File: config.mk
export PLATFORM = sky130hd
export DESIGN_NAME = cpu_addressing_mode_unit
export DESIGN_NICKNAME = d
export VERILOG_FILES = /design/src/hw/rtl/cam_pkg.sv /design/src/hw/rtl/cpu_addressing_mode_unit.sv /design/src/hw/rtl/cam_front.sv /design/src/hw/rtl/cam_queue.sv /design/src/hw/rtl/cam_back.sv
export SDC_FILE = /design/constraint.sdc
export NUM_CORES = 1
export LEC_CHECK = 0
export ABC_CLOCK_PERIOD_IN_PS = 5300
export BUFFER_PORTS_ARGS = -buffer_cell sky130_fd_sc_hd__buf_2
export CAP_MARGIN = 20
export CORE_MARGIN = 2
export CORE_UTILIZATION = 56
export DETAILED_ROUTE_END_ITERATION = 16
export PLACE_DENSITY = 0.88
export SLEW_MARGIN = 0
export SYNTH_ARGS = -nofsm -noshare
export SYNTH_HDL_FRONTEND = slang
export SYNTH_SLANG_ARGS = --single-unit
File: constraint.sdc
create_clock -name clock -period 5.3 [get_ports clock]
set_clock_uncertainty 0.2 [all_clocks]
set_input_delay 0.795 -clock clock [delete_from_list [all_inputs] [get_ports clock]]
set_output_delay 0.795 -clock clock [all_outputs]
set_load 0.03 [all_outputs]
File: src/hw/rtl/cam_pkg.sv
// Shared types and constants for the addressing mode unit.
`timescale 1ns / 1ps

package cam_pkg;

   localparam int QueueDepthDefault = 4;

   typedef enum logic [3:0] {
      MODE_ACC  = 4'd0,
      MODE_ABS  = 4'd1,
      MODE_ABSX = 4'd2,
      MODE_ABSY = 4'd3,
      MODE_IMM  = 4'd4,
      MODE_IMP  = 4'd5,
      MODE_IND  = 4'd6,
      MODE_INDX = 4'd7,
      MODE_INDY = 4'd8,
      MODE_REL  = 4'd9,
      MODE_ZPG  = 4'd10,
      MODE_ZPGX = 4'd11,
      MODE_ZPGY = 4'd12
   } mode_type;

   typedef enum logic {
      OP_BEGIN = 1'b0,
      OP_DATA  = 1'b1
   } op_type;

   typedef enum logic [1:0] {
      PH_IDLE   = 2'd0,
      PH_FIRST  = 2'd1,
      PH_SECOND = 2'd2
   } phase_type;

   typedef enum logic [1:0] {
      CMD_DIRECT = 2'd0,
      CMD_READ   = 2'd1,
      CMD_WORD   = 2'd2
   } cmd_kind_type;

   localparam logic KIND_READ = 1'b0;
   localparam logic KIND_DONE = 1'b1;

   // One classified word handed from the front to the back.
   typedef struct packed {
      cmd_kind_type kind;
      logic [3:0]   mode;
      logic [7:0]   lo;
      logic [7:0]   hi;
      logic [7:0]   x;
      logic [7:0]   y;
      logic [15:0]  pc;
      logic [15:0]  addr;
   } cmd_type;

endpackage

File: src/hw/rtl/cpu_addressing_mode_unit.sv
// Top level of the addressing mode unit.
//
// Input side is a queue write port: a word (begin or returned bus byte) is
// taken at a clock edge with req_push high and req_full low. Result side is
// a queue read port: the oldest result sits on the rsp_ ports while rsp_empty
// is low and leaves at an edge with rsp_pop high.
// A begin word for a direct mode gives one done result. An indirect mode
// gives a read request; each returned byte pushed back gives the next read
// request and then the done result. A data word while idle gives nothing.
// The front classifies one word per cycle while req_full is low and writes
// a command queue of QUEUE_DEPTH entries; the back drains one command per
// cycle, while the result register is free or being popped, into that
// register. Throughput is one word per cycle while req_full is low; an
// accepted word is registered in the queue, then in the result register.
// When the consumer stops popping, the result register holds, the queue
// fills, and req_full rises after QUEUE_DEPTH more results are queued.
// Synchronous reset empties the queue and the result register and returns
// the indirect sequencer to idle.
`timescale 1ns / 1ps

module cpu_addressing_mode_unit import cam_pkg::*; #(
   parameter int QUEUE_DEPTH = QueueDepthDefault
) (
   input  logic        clock,
   input  logic        reset,
   input  logic        req_push,
   output logic        req_full,
   input  logic        req_operation,
   input  logic [3:0]  req_mode,
   input  logic [7:0]  req_operand_low,
   input  logic [7:0]  req_operand_high,
   input  logic [7:0]  req_index_x,
   input  logic [7:0]  req_index_y,
   input  logic [15:0] req_operand_pc,
   input  logic [7:0]  req_read_data,
   output logic        rsp_empty,
   input  logic        rsp_pop,
   output logic        rsp_kind,
   output logic [15:0] rsp_address,
   output logic        rsp_use_accumulator,
   output logic        rsp_page_crossed
);

   logic    accept;
   logic    cmd_valid;
   cmd_type cmd_wr;
   cmd_type cmd_rd;
   logic    q_not_empty;
   logic    cmd_take;

   assign accept = req_push && !req_full;

   cam_front u_front (
      .clock        (clock),
      .reset        (reset),
      .accept       (accept),
      .operation    (req_operation),
      .mode         (req_mode),
      .operand_low  (req_operand_low),
      .operand_high (req_operand_high),
      .index_x      (req_index_x),
      .index_y      (req_index_y),
      .operand_pc   (req_operand_pc),
      .read_data    (req_read_data),
      .cmd_valid    (cmd_valid),
      .cmd          (cmd_wr)
   );

   cam_queue #(
      .DEPTH (QUEUE_DEPTH)
   ) u_queue (
      .clock     (clock),
      .reset     (reset),
      .wr_en     (cmd_valid),
      .wr_data   (cmd_wr),
      .full      (req_full),
      .rd_en     (cmd_take),
      .not_empty (q_not_empty),
      .rd_data   (cmd_rd)
   );

   cam_back u_back (
      .clock               (clock),
      .reset               (reset),
      .cmd_present         (q_not_empty),
      .cmd                 (cmd_rd),
      .cmd_take            (cmd_take),
      .rsp_empty           (rsp_empty),
      .rsp_pop             (rsp_pop),
      .rsp_kind            (rsp_kind),
      .rsp_address         (rsp_address),
      .rsp_use_accumulator (rsp_use_accumulator),
      .rsp_page_crossed    (rsp_page_crossed)
   );

endmodule

File: src/hw/rtl/cam_front.sv
// Front end: accepts words, tracks the indirect sequence and classifies.
`timescale 1ns / 1ps

module cam_front import cam_pkg::*; (
   input  logic        clock,
   input  logic        reset,
   input  logic        accept,
   input  logic        operation,
   input  logic [3:0]  mode,
   input  logic [7:0]  operand_low,
   input  logic [7:0]  operand_high,
   input  logic [7:0]  index_x,
   input  logic [7:0]  index_y,
   input  logic [15:0] operand_pc,
   input  logic [7:0]  read_data,
   output logic        cmd_valid,
   output cmd_type     cmd
);

   phase_type   phase_ff, phase_in;
   logic [3:0]  held_mode_ff, held_mode_in;
   logic [15:0] pointer_ff, pointer_in;
   logic [7:0]  low_byte_ff, low_byte_in;
   logic [7:0]  held_y_ff, held_y_in;

   logic [7:0]  ptr_next_lo;
   logic [15:0] second_ptr;
   logic [7:0]  zp_indexed;

   always_ff @(posedge clock) begin
      if (reset) begin
         phase_ff     <= PH_IDLE;
         held_mode_ff <= 4'h0;
         pointer_ff   <= 16'h0000;
         low_byte_ff  <= 8'h00;
         held_y_ff    <= 8'h00;
      end else begin
         phase_ff     <= phase_in;
         held_mode_ff <= held_mode_in;
         pointer_ff   <= pointer_in;
         low_byte_ff  <= low_byte_in;
         held_y_ff    <= held_y_in;
      end
   end

   always_comb begin
      ptr_next_lo = pointer_ff[7:0] + 8'd1;
      // Plain indirect keeps the page-wrap quirk: the high byte never carries.
      if (held_mode_ff == MODE_IND) begin
         second_ptr = {pointer_ff[15:8], ptr_next_lo};
      end else begin
         second_ptr = {8'h00, ptr_next_lo};
      end
      zp_indexed = operand_low + index_x;
   end

   always_comb begin
      phase_in     = phase_ff;
      held_mode_in = held_mode_ff;
      pointer_in   = pointer_ff;
      low_byte_in  = low_byte_ff;
      held_y_in    = held_y_ff;
      cmd_valid    = 1'b0;
      cmd.kind     = CMD_DIRECT;
      cmd.mode     = mode;
      cmd.lo       = operand_low;
      cmd.hi       = operand_high;
      cmd.x        = index_x;
      cmd.y        = index_y;
      cmd.pc       = operand_pc;
      cmd.addr     = 16'h0000;
      if (accept) begin
         if (operation == OP_DATA) begin
            unique case (phase_ff)
               PH_FIRST: begin
                  low_byte_in = read_data;
                  phase_in    = PH_SECOND;
                  cmd_valid   = 1'b1;
                  cmd.kind    = CMD_READ;
                  cmd.addr    = second_ptr;
               end
               PH_SECOND: begin
                  phase_in  = PH_IDLE;
                  cmd_valid = 1'b1;
                  cmd.kind  = CMD_WORD;
                  cmd.addr  = {read_data, low_byte_ff};
                  cmd.y     = (held_mode_ff == MODE_INDY) ? held_y_ff : 8'h00;
               end
               default: begin
                  // drop a stray data word
                  phase_in = PH_IDLE;
               end
            endcase
         end else begin
            phase_in  = PH_IDLE;
            cmd_valid = 1'b1;
            if (mode == MODE_IND || mode == MODE_INDX || mode == MODE_INDY) begin
               held_mode_in = mode;
               held_y_in    = index_y;
               phase_in     = PH_FIRST;
               cmd.kind     = CMD_READ;
               if (mode == MODE_IND) begin
                  pointer_in = {operand_high, operand_low};
               end else if (mode == MODE_INDX) begin
                  pointer_in = {8'h00, zp_indexed};
               end else begin
                  pointer_in = {8'h00, operand_low};
               end
               cmd.addr = pointer_in;
            end
         end
      end
   end

endmodule

File: src/hw/rtl/cam_queue.sv
// Short command queue between the front and the back.
`timescale 1ns / 1ps

module cam_queue import cam_pkg::*; #(
   parameter int DEPTH = QueueDepthDefault
) (
   input  logic    clock,
   input  logic    reset,
   input  logic    wr_en,
   input  cmd_type wr_data,
   output logic    full,
   input  logic    rd_en,
   output logic    not_empty,
   output cmd_type rd_data
);

   localparam int PtrW = $clog2(DEPTH);
   localparam int CntW = $clog2(DEPTH + 1);

   cmd_type              store_ff [DEPTH];
   logic [PtrW-1:0]      wr_ptr_ff, wr_ptr_in;
   logic [PtrW-1:0]      rd_ptr_ff, rd_ptr_in;
   logic [CntW-1:0]      count_ff, count_in;
   logic                 do_wr;
   logic                 do_rd;

   assign full      = (count_ff == CntW'(DEPTH));
   assign not_empty = (count_ff != '0);
   assign rd_data   = store_ff[rd_ptr_ff];
   assign do_wr     = wr_en && !full;
   assign do_rd     = rd_en && not_empty;

   always_comb begin
      wr_ptr_in = wr_ptr_ff;
      rd_ptr_in = rd_ptr_ff;
      count_in  = count_ff;
      if (do_wr) begin
         wr_ptr_in = (wr_ptr_ff == PtrW'(DEPTH - 1)) ? '0 : wr_ptr_ff + PtrW'(1);
      end
      if (do_rd) begin
         rd_ptr_in = (rd_ptr_ff == PtrW'(DEPTH - 1)) ? '0 : rd_ptr_ff + PtrW'(1);
      end
      if (do_wr && !do_rd) begin
         count_in = count_ff + CntW'(1);
      end else if (do_rd && !do_wr) begin
         count_in = count_ff - CntW'(1);
      end
   end

   always_ff @(posedge clock) begin
      if (reset) begin
         wr_ptr_ff <= '0;
         rd_ptr_ff <= '0;
         count_ff  <= '0;
      end else begin
         wr_ptr_ff <= wr_ptr_in;
         rd_ptr_ff <= rd_ptr_in;
         count_ff  <= count_in;
      end
   end

   always_ff @(posedge clock) begin
      if (do_wr) begin
         store_ff[wr_ptr_ff] <= wr_data;
      end
   end

endmodule

File: src/hw/rtl/cam_back.sv
// Back end: computes effective addresses and holds the result register.
`timescale 1ns / 1ps

module cam_back import cam_pkg::*; (
   input  logic        clock,
   input  logic        reset,
   input  logic        cmd_present,
   input  cmd_type     cmd,
   output logic        cmd_take,
   output logic        rsp_empty,
   input  logic        rsp_pop,
   output logic        rsp_kind,
   output logic [15:0] rsp_address,
   output logic        rsp_use_accumulator,
   output logic        rsp_page_crossed
);

   logic        out_valid_ff, out_valid_in;
   logic        kind_ff, kind_in;
   logic [15:0] address_ff, address_in;
   logic        acc_ff, acc_in;
   logic        crossed_ff, crossed_in;

   logic [15:0] base;
   logic [15:0] next_pc;
   logic [15:0] target;
   logic [7:0]  zpx;
   logic [7:0]  zpy;

   // Refill the output register whenever it is empty or being drained.
   assign cmd_take  = cmd_present && (!out_valid_ff || rsp_pop);
   assign rsp_empty = !out_valid_ff;

   always_comb begin
      base    = {cmd.hi, cmd.lo};
      next_pc = cmd.pc + 16'd1;
      target  = next_pc + {{8{cmd.lo[7]}}, cmd.lo};
      zpx     = cmd.lo + cmd.x;
      zpy     = cmd.lo + cmd.y;
      kind_in    = KIND_DONE;
      address_in = 16'h0000;
      acc_in     = 1'b0;
      crossed_in = 1'b0;
      unique case (cmd.kind)
         CMD_READ: begin
            kind_in    = KIND_READ;
            address_in = cmd.addr;
         end
         CMD_WORD: begin
            address_in = cmd.addr + {8'h00, cmd.y};
         end
         default: begin
            unique case (cmd.mode)
               MODE_ACC:  acc_in = 1'b1;
               MODE_ABS:  address_in = base;
               MODE_ABSX: address_in = base + {8'h00, cmd.x};
               MODE_ABSY: address_in = base + {8'h00, cmd.y};
               MODE_IMM:  address_in = cmd.pc;
               MODE_REL: begin
                  address_in = target;
                  crossed_in = (target[15:8] != next_pc[15:8]);
               end
               MODE_ZPG:  address_in = {8'h00, cmd.lo};
               MODE_ZPGX: address_in = {8'h00, zpx};
               MODE_ZPGY: address_in = {8'h00, zpy};
               default:   address_in = 16'h0000;
            endcase
         end
      endcase
   end

   always_comb begin
      out_valid_in = out_valid_ff;
      if (cmd_take) begin
         out_valid_in = 1'b1;
      end else if (rsp_pop) begin
         out_valid_in = 1'b0;
      end
   end

   always_ff @(posedge clock) begin
      if (reset) begin
         out_valid_ff <= 1'b0;
      end else begin
         out_valid_ff <= out_valid_in;
      end
   end

   always_ff @(posedge clock) begin
      if (cmd_take) begin
         kind_ff    <= kind_in;
         address_ff <= address_in;
         acc_ff     <= acc_in;
         crossed_ff <= crossed_in;
      end
   end

   assign rsp_kind            = kind_ff;
   assign rsp_address         = address_ff;
   assign rsp_use_accumulator = acc_ff;
   assign rsp_page_crossed    = crossed_ff;

endmodule

; ---- Word level (Yosys, flattened, before mapping)
; Memory sizes are Yosys's and may differ from the RTL's. A register that Yosys moved wholly into a read port is not among the register bits.
; Index checks and enable logic that the tools add are counted.
[totals]
regBits = 65
ramBits = 280
inputBits = 65
output_inout_bits = 21
mem_count = 1
[mem_list]
columns = name, depth, width, read_ports, rd_ports_with_merged_regs, write_ports, line_no
row1 = u_queue.store_ff, 4, 70, 1, 1, 1, cam_queue.sv:20  ; cmd_type store_ff [DEPTH];
[op_classes]
n_addsub = 13
eq_ne = 21
mux = 34
n_bitwise = 2
n_reduce_logical = 22
[ops]
columns = op, n
row1 = $pmux W16 S8, 1
row2 = $mux W16, 5
row3 = $pmux W16 S2, 2
row4 = $add A16 B8 Y16, 3
row5 = $mux W8, 5
row6 = $add A8 B8 Y8, 3
row7 = $eq A4 B4 Y1 const B, 6
row8 = $add A16 B1 Y16 const B, 1
row9 = $add A16 B16 Y16, 1
row10 = $eq A4 B3 Y1 const B, 4
row11 = $mux W2, 8
row12 = $mux W1, 10
row13 = $add A8 B1 Y8 const B, 1
row14 = $eq A2 B2 Y1 const B, 4
row15 = $eq A4 B2 Y1 const B, 2
row16 = $ne A8 B8 Y1, 1
row17 = $logic_and A1 B1 Y1, 6
row18 = $mux W3, 2
row19 = $reduce_and A3 Y1, 2
row20 = $add A2 B1 Y2 const B, 2
row21 = $eq A2 B1 Y1 const B, 2
row22 = $eq A4 B1 Y1 const B, 1
row23 = $logic_not A1 Y1, 4
row24 = $logic_not A4 Y1, 1
row25 = other kinds (10), 15

; ---- Depth between registers and ports, before layout
; Gate-level depths: netlist (run 1).
[depth]
word_depth = 10
mapped_depth = 19
depth_no_buf = 15

; ---- Cells and area by module
; From an unflattened synthesis (run 1), not the netlist that was laid out.
[unflattened]
hier_cells = 1214
area_unflattened_um2 = 16958.8
[modules_own_cells]
columns = mod, instances, cells_per_inst, area_each_um2
row1 = cam_queue, 1, 416, 10581.4
row2 = cam_back, 1, 452, 3707.3
row3 = cam_front, 1, 345, 2656.3
row4 = cpu_addressing_mode_unit, 1, 1, 13.8

; ---- Worst setup path before layout (run 1)
; Ideal clock, no wire load.
[synth_path]
kind = reg-to-reg
start = reg with a tool-made name
end = reg u_back.address_ff[12], in the netlist u_back.rsp_address[12] (data pin)
arrival_ns = 4.951
t_required_ns = 4.839
slack_ns = -0.112
stages_incl_launch_ff = 20
path_cell_list = dfxtp_1 buf_6 buf_12 buf_6 buf_4 buf_4 buf_2 buf_2 mux4_2 mux2_2 ha_1 fa_1 a21o_1 a21o_1 a21boi_0 nor4_1 xor2_1 a222oi_1 a21oi_1 a221o_1
[synth_lines]
columns = element, line_no
row1 = end signal: assignment, cam_back.sv:92  ; address_ff <= address_in;
row2 = end: declaration, cam_back.sv:20  ; logic [15:0] address_ff, address_in;

==> reports/results.ini, run 1 <==
[outcome]
status=completed

[clocking]
ctsHtreeMaxLevel=2
numCtsBuffers=36
clock-sinks=347
cts_root_buffer=clkbuf_16
clkTransAtPathRegs_ns=0.06
ctsHoldBuffers=0
clock_latency_ns=0.52
cts.path.max_buffers=3
cts_tree=built

[synth]
ys.flop_type=edfxtp_1
synthAdderAreaFrac=0.05190
synth-xor-area-share=0.04452
syn_nets=1337
synthArstFlopShare=0
ys_seq_area_frac=0.5923
ys_seq_elements=347
yosysTopAreaCell=edfxtp_1
muxShareOfSynthArea=0.1134
synth_top_family_by_area=multiplexers
synthSimpleGateAreaFrac=0.08023
syn_avg_cell_area_sq_um=13.91
synth_area_leaders=edfxtp_1, mux4_2, dfxtp_1, ha_1, xnor2_1
synthTopCellsByCount=edfxtp_1, nand2_1, a21oi_1
synth_warnings=0
synth_compound_area_frac=0.09500
syn_inst=1206
synth_top_area_frac=0.5351
post-synth-top-count-cell=edfxtp_1
ys_types=75
synth_edf_count=299
synth_area_sq_mm=0.01678

[floorplan]
io_pins=86
fp.dieH_microns=177.1
die_area_sq_mm=0.03136
start_util=0.5677
rows=63
core_sq_mm=0.02956
fp.dieW_microns=177.1

[timing]
setup_tns_ns=0
rsz0062_at_grt=false
hold_ws_ns=0.2565
hold_viol_final=0
fin_crit_sh=0.9515
tightest_slew_ns=1.227
slew_headroom=0.1789
drv_slew=0
max_freq_ghz=0.1983
fin_ws_ns=0.2572
setup-violations-final=0
min_period_ns=5.043

[route]
drt_wl_total_microns=41090
drc=0
wire_per_inst_microns=24.00
dr_total_vias=10940
drt-initial-drc-count=1277
viasPerCell=6.390
first_pass_iters=6
ant_nets=0

[layout]
final_util=0.6356
antenna_cells=0
instances_no_fill=1712
syn_to_final_growth_pct=11.97
final_cell_area_sq_mm=0.01879
nets=1427
drive_gt1_frac=0.2005

[critical_path]
critical_path_arrival_ns=5.09
crit_type=reg -> reg
critPathRequiredTime_ns=5.35
r2r_slack_ns=0.26
start_kind=flop
cp-end-kind=flop
critPathMaxFanout=7

[power_and_ir_drop]
powerDensity_mw_per_mm2=611.1
p_total_mw=11.48
leakagePower_nw=6.622
peakVddDrop_v=0.0003825

[place]
dp_cells=1648
routabilityCongestion=0.9425
hpwlAfterDp_microns=27810
place_ws_ns=0.3712
placed_cell_area_sq_mm=0.01766
portBuffers=85

[global_routing]
antenna_found_initial=0
grt.total_usage=0.2648
grt_pass1_wl_microns=62480
grt_max_degree=71
grt_pass1_vias=10738
overflow=0

[worst_hold_path]
hold_class=reg -> reg

[run]
max_cap_violations=0

what timing repair did:
item / in CTS / in global routing
setup endpoints to repair: 0 / 1
resized for setup: 0 / 0
setup buffers: 0 / 0
final timing paths:
check	start	endpoint	depth (start not counted)
min reg2reg	u_front.pointer_ff[8]$_SDFFE_PP0P_	u_front.pointer_ff[8]$_SDFFE_PP0P_	2
max reg2reg	flop	u_back.rsp_address[15]$_DFFE_PP_	14
min	u_front.pointer_ff[8]$_SDFFE_PP0P_	u_front.pointer_ff[8]$_SDFFE_PP0P_	2
max	flop	u_back.rsp_address[15]$_DFFE_PP_	14
final cells by class:
type	count	area [sq um]
inverter	35	131.4
sequential	347	9945
fill	2045	10770
timing repair buffer	103	610.6
clock inverter	15	148.9
clock buffer	49	982.2
tap	390	488.0
multi-input combinational	773	6482
layer usage:
metal	global-route usage	part of all wire	vias to the layer above
met4	0.08058	0.026	0
met1	0.3504	0.38	5386
li1	-	-	4839
met3	0.04768	0.086	95
met2	0.4484	0.51	620
met5	0	0	-
registers in the layout, indices dropped and copies added (netlist names), named ones only:
signal and flops:
u_queue.rd_ptr_ff 2, u_queue.store_ff 280, u_front.phase_ff 2, u_front.low_byte_ff 8, u_back.rsp_kind 1, u_back.rsp_use_accumulator 1
u_front.held_y_ff 8, u_front.held_mode_ff 4, u_queue.wr_ptr_ff 2, u_front.pointer_ff 16, u_back.out_valid_ff 1, u_back.rsp_address 16
u_queue.count_ff 3, u_back.rsp_page_crossed 1
cell families after synthesis:
group,after synthesis
flops,347
simple gates,288
compound gates,243
mux,100
buf+inv,86
xor+xnor,76
fa+ha+maj,66
cells in the final DEF (no fill, tap or decap), types with 10 or more instances in the layout:
cell	instances
and3_1	10
mux2i_1	12
ha_1	60
dfxtp_1	46
o21ai_0	36
a22oi_1	23
xnor2_1	50
buf_2	85
mux4_2	69
edfxtp_1	299
xor2_1	20
buf_4	14
a21o_1	15
nand3_1	33
mux2_2	18
a21oi_1	83
nand2_1	109
nor3_1	13
clkbuf_16	36
nor2_1	72
inv_1	34
power breakdown:
part | internal [mW] | total, mW | leakage, nW | switching (mW)
logic | 2.34 | 5.71 | 2.90 | 3.37
registers | 3.24 | 3.34 | 3.16 | 0.102
clock network | 1.41 | 2.43 | 0.554 | 1.03
total | 6.99 | 11.5 | 6.62 | 4.50
worst max-delay path, stage by stage (launching register included):
cell       delay, ns
dfxtp_4         0.40
mux4_2          0.60
nor2_1          0.25
and3_1          0.34
buf_4           0.22
mux2_2          0.36
ha_1            0.31
nand3_1         0.11
a21boi_0        0.24
o21ai_0         0.28
a2111oi_2       0.54
mux2i_1         0.27
a21oi_1         0.10
a221oi_1        0.39
o31ai_1         0.16
Note: power is estimated with default switching activity, not from simulation.
==> run 2, diff against run 1 <==
--- a/config.mk
+++ b/config.mk
@@ -7,11 +7,10 @@
 export LEC_CHECK = 0
 export ABC_CLOCK_PERIOD_IN_PS = 5300
 export BUFFER_PORTS_ARGS = -buffer_cell sky130_fd_sc_hd__buf_2
-export CAP_MARGIN = 20
 export CORE_MARGIN = 2
-export CORE_UTILIZATION = 56
+export CORE_UTILIZATION = 55
 export DETAILED_ROUTE_END_ITERATION = 16
-export PLACE_DENSITY = 0.88
+export PLACE_DENSITY = 0.87
 export SLEW_MARGIN = 0
 export SYNTH_ARGS = -nofsm -noshare
 export SYNTH_HDL_FRONTEND = slang
==> run 2 against run 1 <==
  * Sequential share of layout area grew 0.19 points
  * First-iteration DRC count rose by 7.2%
  * Maximum frequency is 1.8% higher
  * Clock-buffer cell count is 8 lower
  * Non-clock buffer count unchanged
  * Total power fell by 1.2%
  * Cell count barely moved
  * Utilization decreased by 0.90 points
  * Combinational power decreased by 1%
  * Wire length decreased by 0.23%
  * Global-route usage decreased by 0.18 points
==> reports/results.ini, run 2 (synthesis results as in run 1) <==
[outcome]
status=completed  ; unchanged

[clocking]
ctsHoldBuffers=0  ; unchanged
cts_tree=built  ; unchanged
numCtsBuffers=36  ; unchanged
ctsHtreeMaxLevel=2  ; unchanged
clkTransAtPathRegs_ns=0.07  ; was 0.06 ns
cts_root_buffer=clkbuf_16  ; unchanged
clock_latency_ns=0.53  ; was 0.52 ns
postCtsSetupBuffers=0  ; unchanged
cts.path.max_buffers=3  ; unchanged
clock-sinks=347  ; unchanged
cts-resized-gates=0  ; unchanged

[timing]
setup_tns_ns=0  ; unchanged
min_period_ns=4.955  ; was 5.043 ns
drv_slew=0  ; unchanged
hold_viol_final=0  ; unchanged
max_freq_ghz=0.2018  ; was 0.1983 GHz
tightest_slew_ns=1.047  ; was 1.227 ns
slew_headroom=0.3019  ; was 0.1789
setup-violations-final=0  ; unchanged
rsz0062_at_grt=false  ; unchanged
fin_crit_sh=0.9349  ; was 0.9515
fin_ws_ns=0.3449  ; was 0.2572 ns

[place]
place_ws_ns=0.3818  ; was 0.3712 ns
hpwlAfterDp_microns=27480  ; was 27,810 microns
portBuffers=85  ; unchanged
routabilityCongestion=0.9191  ; was 0.9425

[route]
ant_nets=0  ; unchanged
route.met2.wl_microns=20460  ; was 20,800 microns
drt-initial-drc-count=1369  ; was 1,277
first_pass_iters=6  ; unchanged
top_layer=met4  ; unchanged
drc=0  ; unchanged
dr_total_vias=10952  ; was 10,940
met1Wirelength_microns=15980  ; was 15,710 microns
viasPerCell=6.393  ; was 6.390
wire_per_inst_microns=23.93  ; was 24.00 microns
wl_met3_microns=3384  ; was 3524 microns
drt_wl_total_microns=41000  ; was 41,090 microns

[layout]
drive_gt1_frac=0.1989  ; was 0.2005
regMostFlops=u_queue.store_ff  ; unchanged
syn_to_final_growth_pct=11.56  ; was 11.97%
layout.cells.most_common_list=edfxtp_1, nand2_1, buf_2  ; unchanged
nets=1427  ; unchanged
final_common_cell=edfxtp_1  ; unchanged
largest_register_ffs=280  ; unchanged

[floorplan]
io_pins=86  ; unchanged
core_sq_mm=0.02987  ; was 0.02956 sq mm
start_util=0.5617  ; was 0.5677
die_area_sq_mm=0.03192  ; was 0.03136 sq mm
rows=63  ; unchanged
fp.dieH_microns=178.7  ; was 177.1 microns
fp.dieW_microns=178.7  ; was 177.1 microns

[critical_path]
r2r_slack_ns=0.34  ; was 0.26 ns
critical_path_arrival_ns=5.03  ; was 5.09 ns
critPathMaxFanout=9  ; was 7
crit_top_cell=a21o_1
path_cells=mux4_2 > nor2_1 > and3_1 > mux2_2 > ha_1 > fa_1 > a21o_1 > a21o_1 > a21boi_0 > nor4_1 > xor2_1 > a222oi_1 > a21oi_1 > a221o_1  ; was mux4_2 > nor2_1 > and3_1 > buf_4 > mux2_2 > ha_1 > nand3_1 > a21boi_0 > o21ai_0 > a2111oi_2 > mux2i_1 > a21oi_1 > a221oi_1 > o31ai_1
worst_path_largest_cell_delay_ns=0.61  ; was 0.60 ns
cp-end-kind=flop  ; unchanged
crit_type=reg -> reg  ; unchanged
start_kind=flop  ; unchanged
slowest_stage=mux4_2  ; unchanged
r2r-end=u_back.rsp_address[12]$_DFFE_PP_  ; was u_back.rsp_address[15]$_DFFE_PP_
critPathRequiredTime_ns=5.38  ; was 5.35 ns
rr_worst_depth=14  ; unchanged

[worst_hold_path]
hold_class=reg -> reg  ; unchanged
min_from=u_front.held_y_ff[1]$_SDFFE_PP0P_  ; was u_front.pointer_ff[8]$_SDFFE_PP0P_
whs_endpoint=u_front.held_y_ff[1]$_SDFFE_PP0P_  ; was u_front.pointer_ff[8]$_SDFFE_PP0P_
hold_depth=2  ; unchanged

[power_and_ir_drop]
p_total_mw=11.34  ; was 11.48 mW
leakagePower_nw=6.588  ; was 6.622 nW
powerDensity_mw_per_mm2=606.0  ; was 611.1 mW/mm^2
peakVddDrop_v=0.0003589  ; was 0.0003825 V

[run]
max_cap_violations=0  ; unchanged

[global_routing]
grt.total_usage=0.2630  ; was 0.2648
antenna_found_initial=0  ; unchanged
grt_max_degree=71  ; unchanged
overflow=0  ; unchanged
grt_pass1_vias=10822  ; was 10,738
grt_pass1_wl_microns=62820  ; was 62,480 microns

run 2: metal layers:
| metal | vias up | GRT usage |
|---|---|---|
| met1 | 5455 | 0.3570 |
| met5 | - | 0 |
| met2 | 565 | 0.4403 |
| met3 | 91 | 0.04283 |
| met4 | 0 | 0.07927 |
| li1 | 4841 | - |
run 2: layout make-up:
| cell class | count | area, sq um |
|---|---|---|
| fill | 2099 | 11160 |
| sequential | 347 | 9945 |
| multi-input combinational | 773 | 6482 |
| clock buffer | 41 | 919.6 |
| timing repair buffer | 103 | 573.1 |
| tap | 390 | 488.0 |
| clock inverter | 23 | 177.7 |
| inverter | 35 | 131.4 |
| antenna | 1 | 2.502 |
run 2: how the worst max path moves through the flow:
stage | startpoint | endpoint | cells after the start
after global routing | flop | u_back.rsp_address[12]$_DFFE_PP_ | 14
after global placement | flop | u_back.rsp_address[12]$_DFFE_PP_ | 14
after floorplan | flop | u_back.rsp_address[12]$_DFFE_PP_ | 19
final | flop | u_back.rsp_address[12]$_DFFE_PP_ | 14
after CTS | flop | u_back.rsp_address[12]$_DFFE_PP_ | 14
after detailed placement | flop | u_back.rsp_address[12]$_DFFE_PP_ | 14
run 2: power breakdown:
| group | total [mW] | leakage (nW) | internal [mW] | switching (mW) |
|---|---|---|---|---|
| Clock | 2.35 | 0.527 | 1.31 | 1.04 |
| Sequential | 3.35 | 3.16 | 3.24 | 0.111 |
| Combinational | 5.64 | 2.90 | 2.32 | 3.32 |
| Total | 11.3 | 6.59 | 6.87 | 4.47 |
run 2: per-stage QoR:
step                      hold slack (ns)  instance area [sq um]  std cells    util
after floorplan                    0.2360                  16790       1206       -
after global placement             0.2418                  17620       1648  0.5898
after detailed placement           0.2468                  17620       1648  0.5898
after CTS                          0.2543                  18720       1712  0.6265
after global routing               0.2771                  18720       1712  0.6265
final                              0.2580                  18720       1713  0.6266
run 2: critical path, delay by kind of cell, from the launching register on:
family	cells	cell delay, ns
compound gates	6	1.56
simple gates	3	0.67
mux	2	0.96
flops	1	0.46
fa+ha+maj	2	0.69
xor+xnor	1	0.17
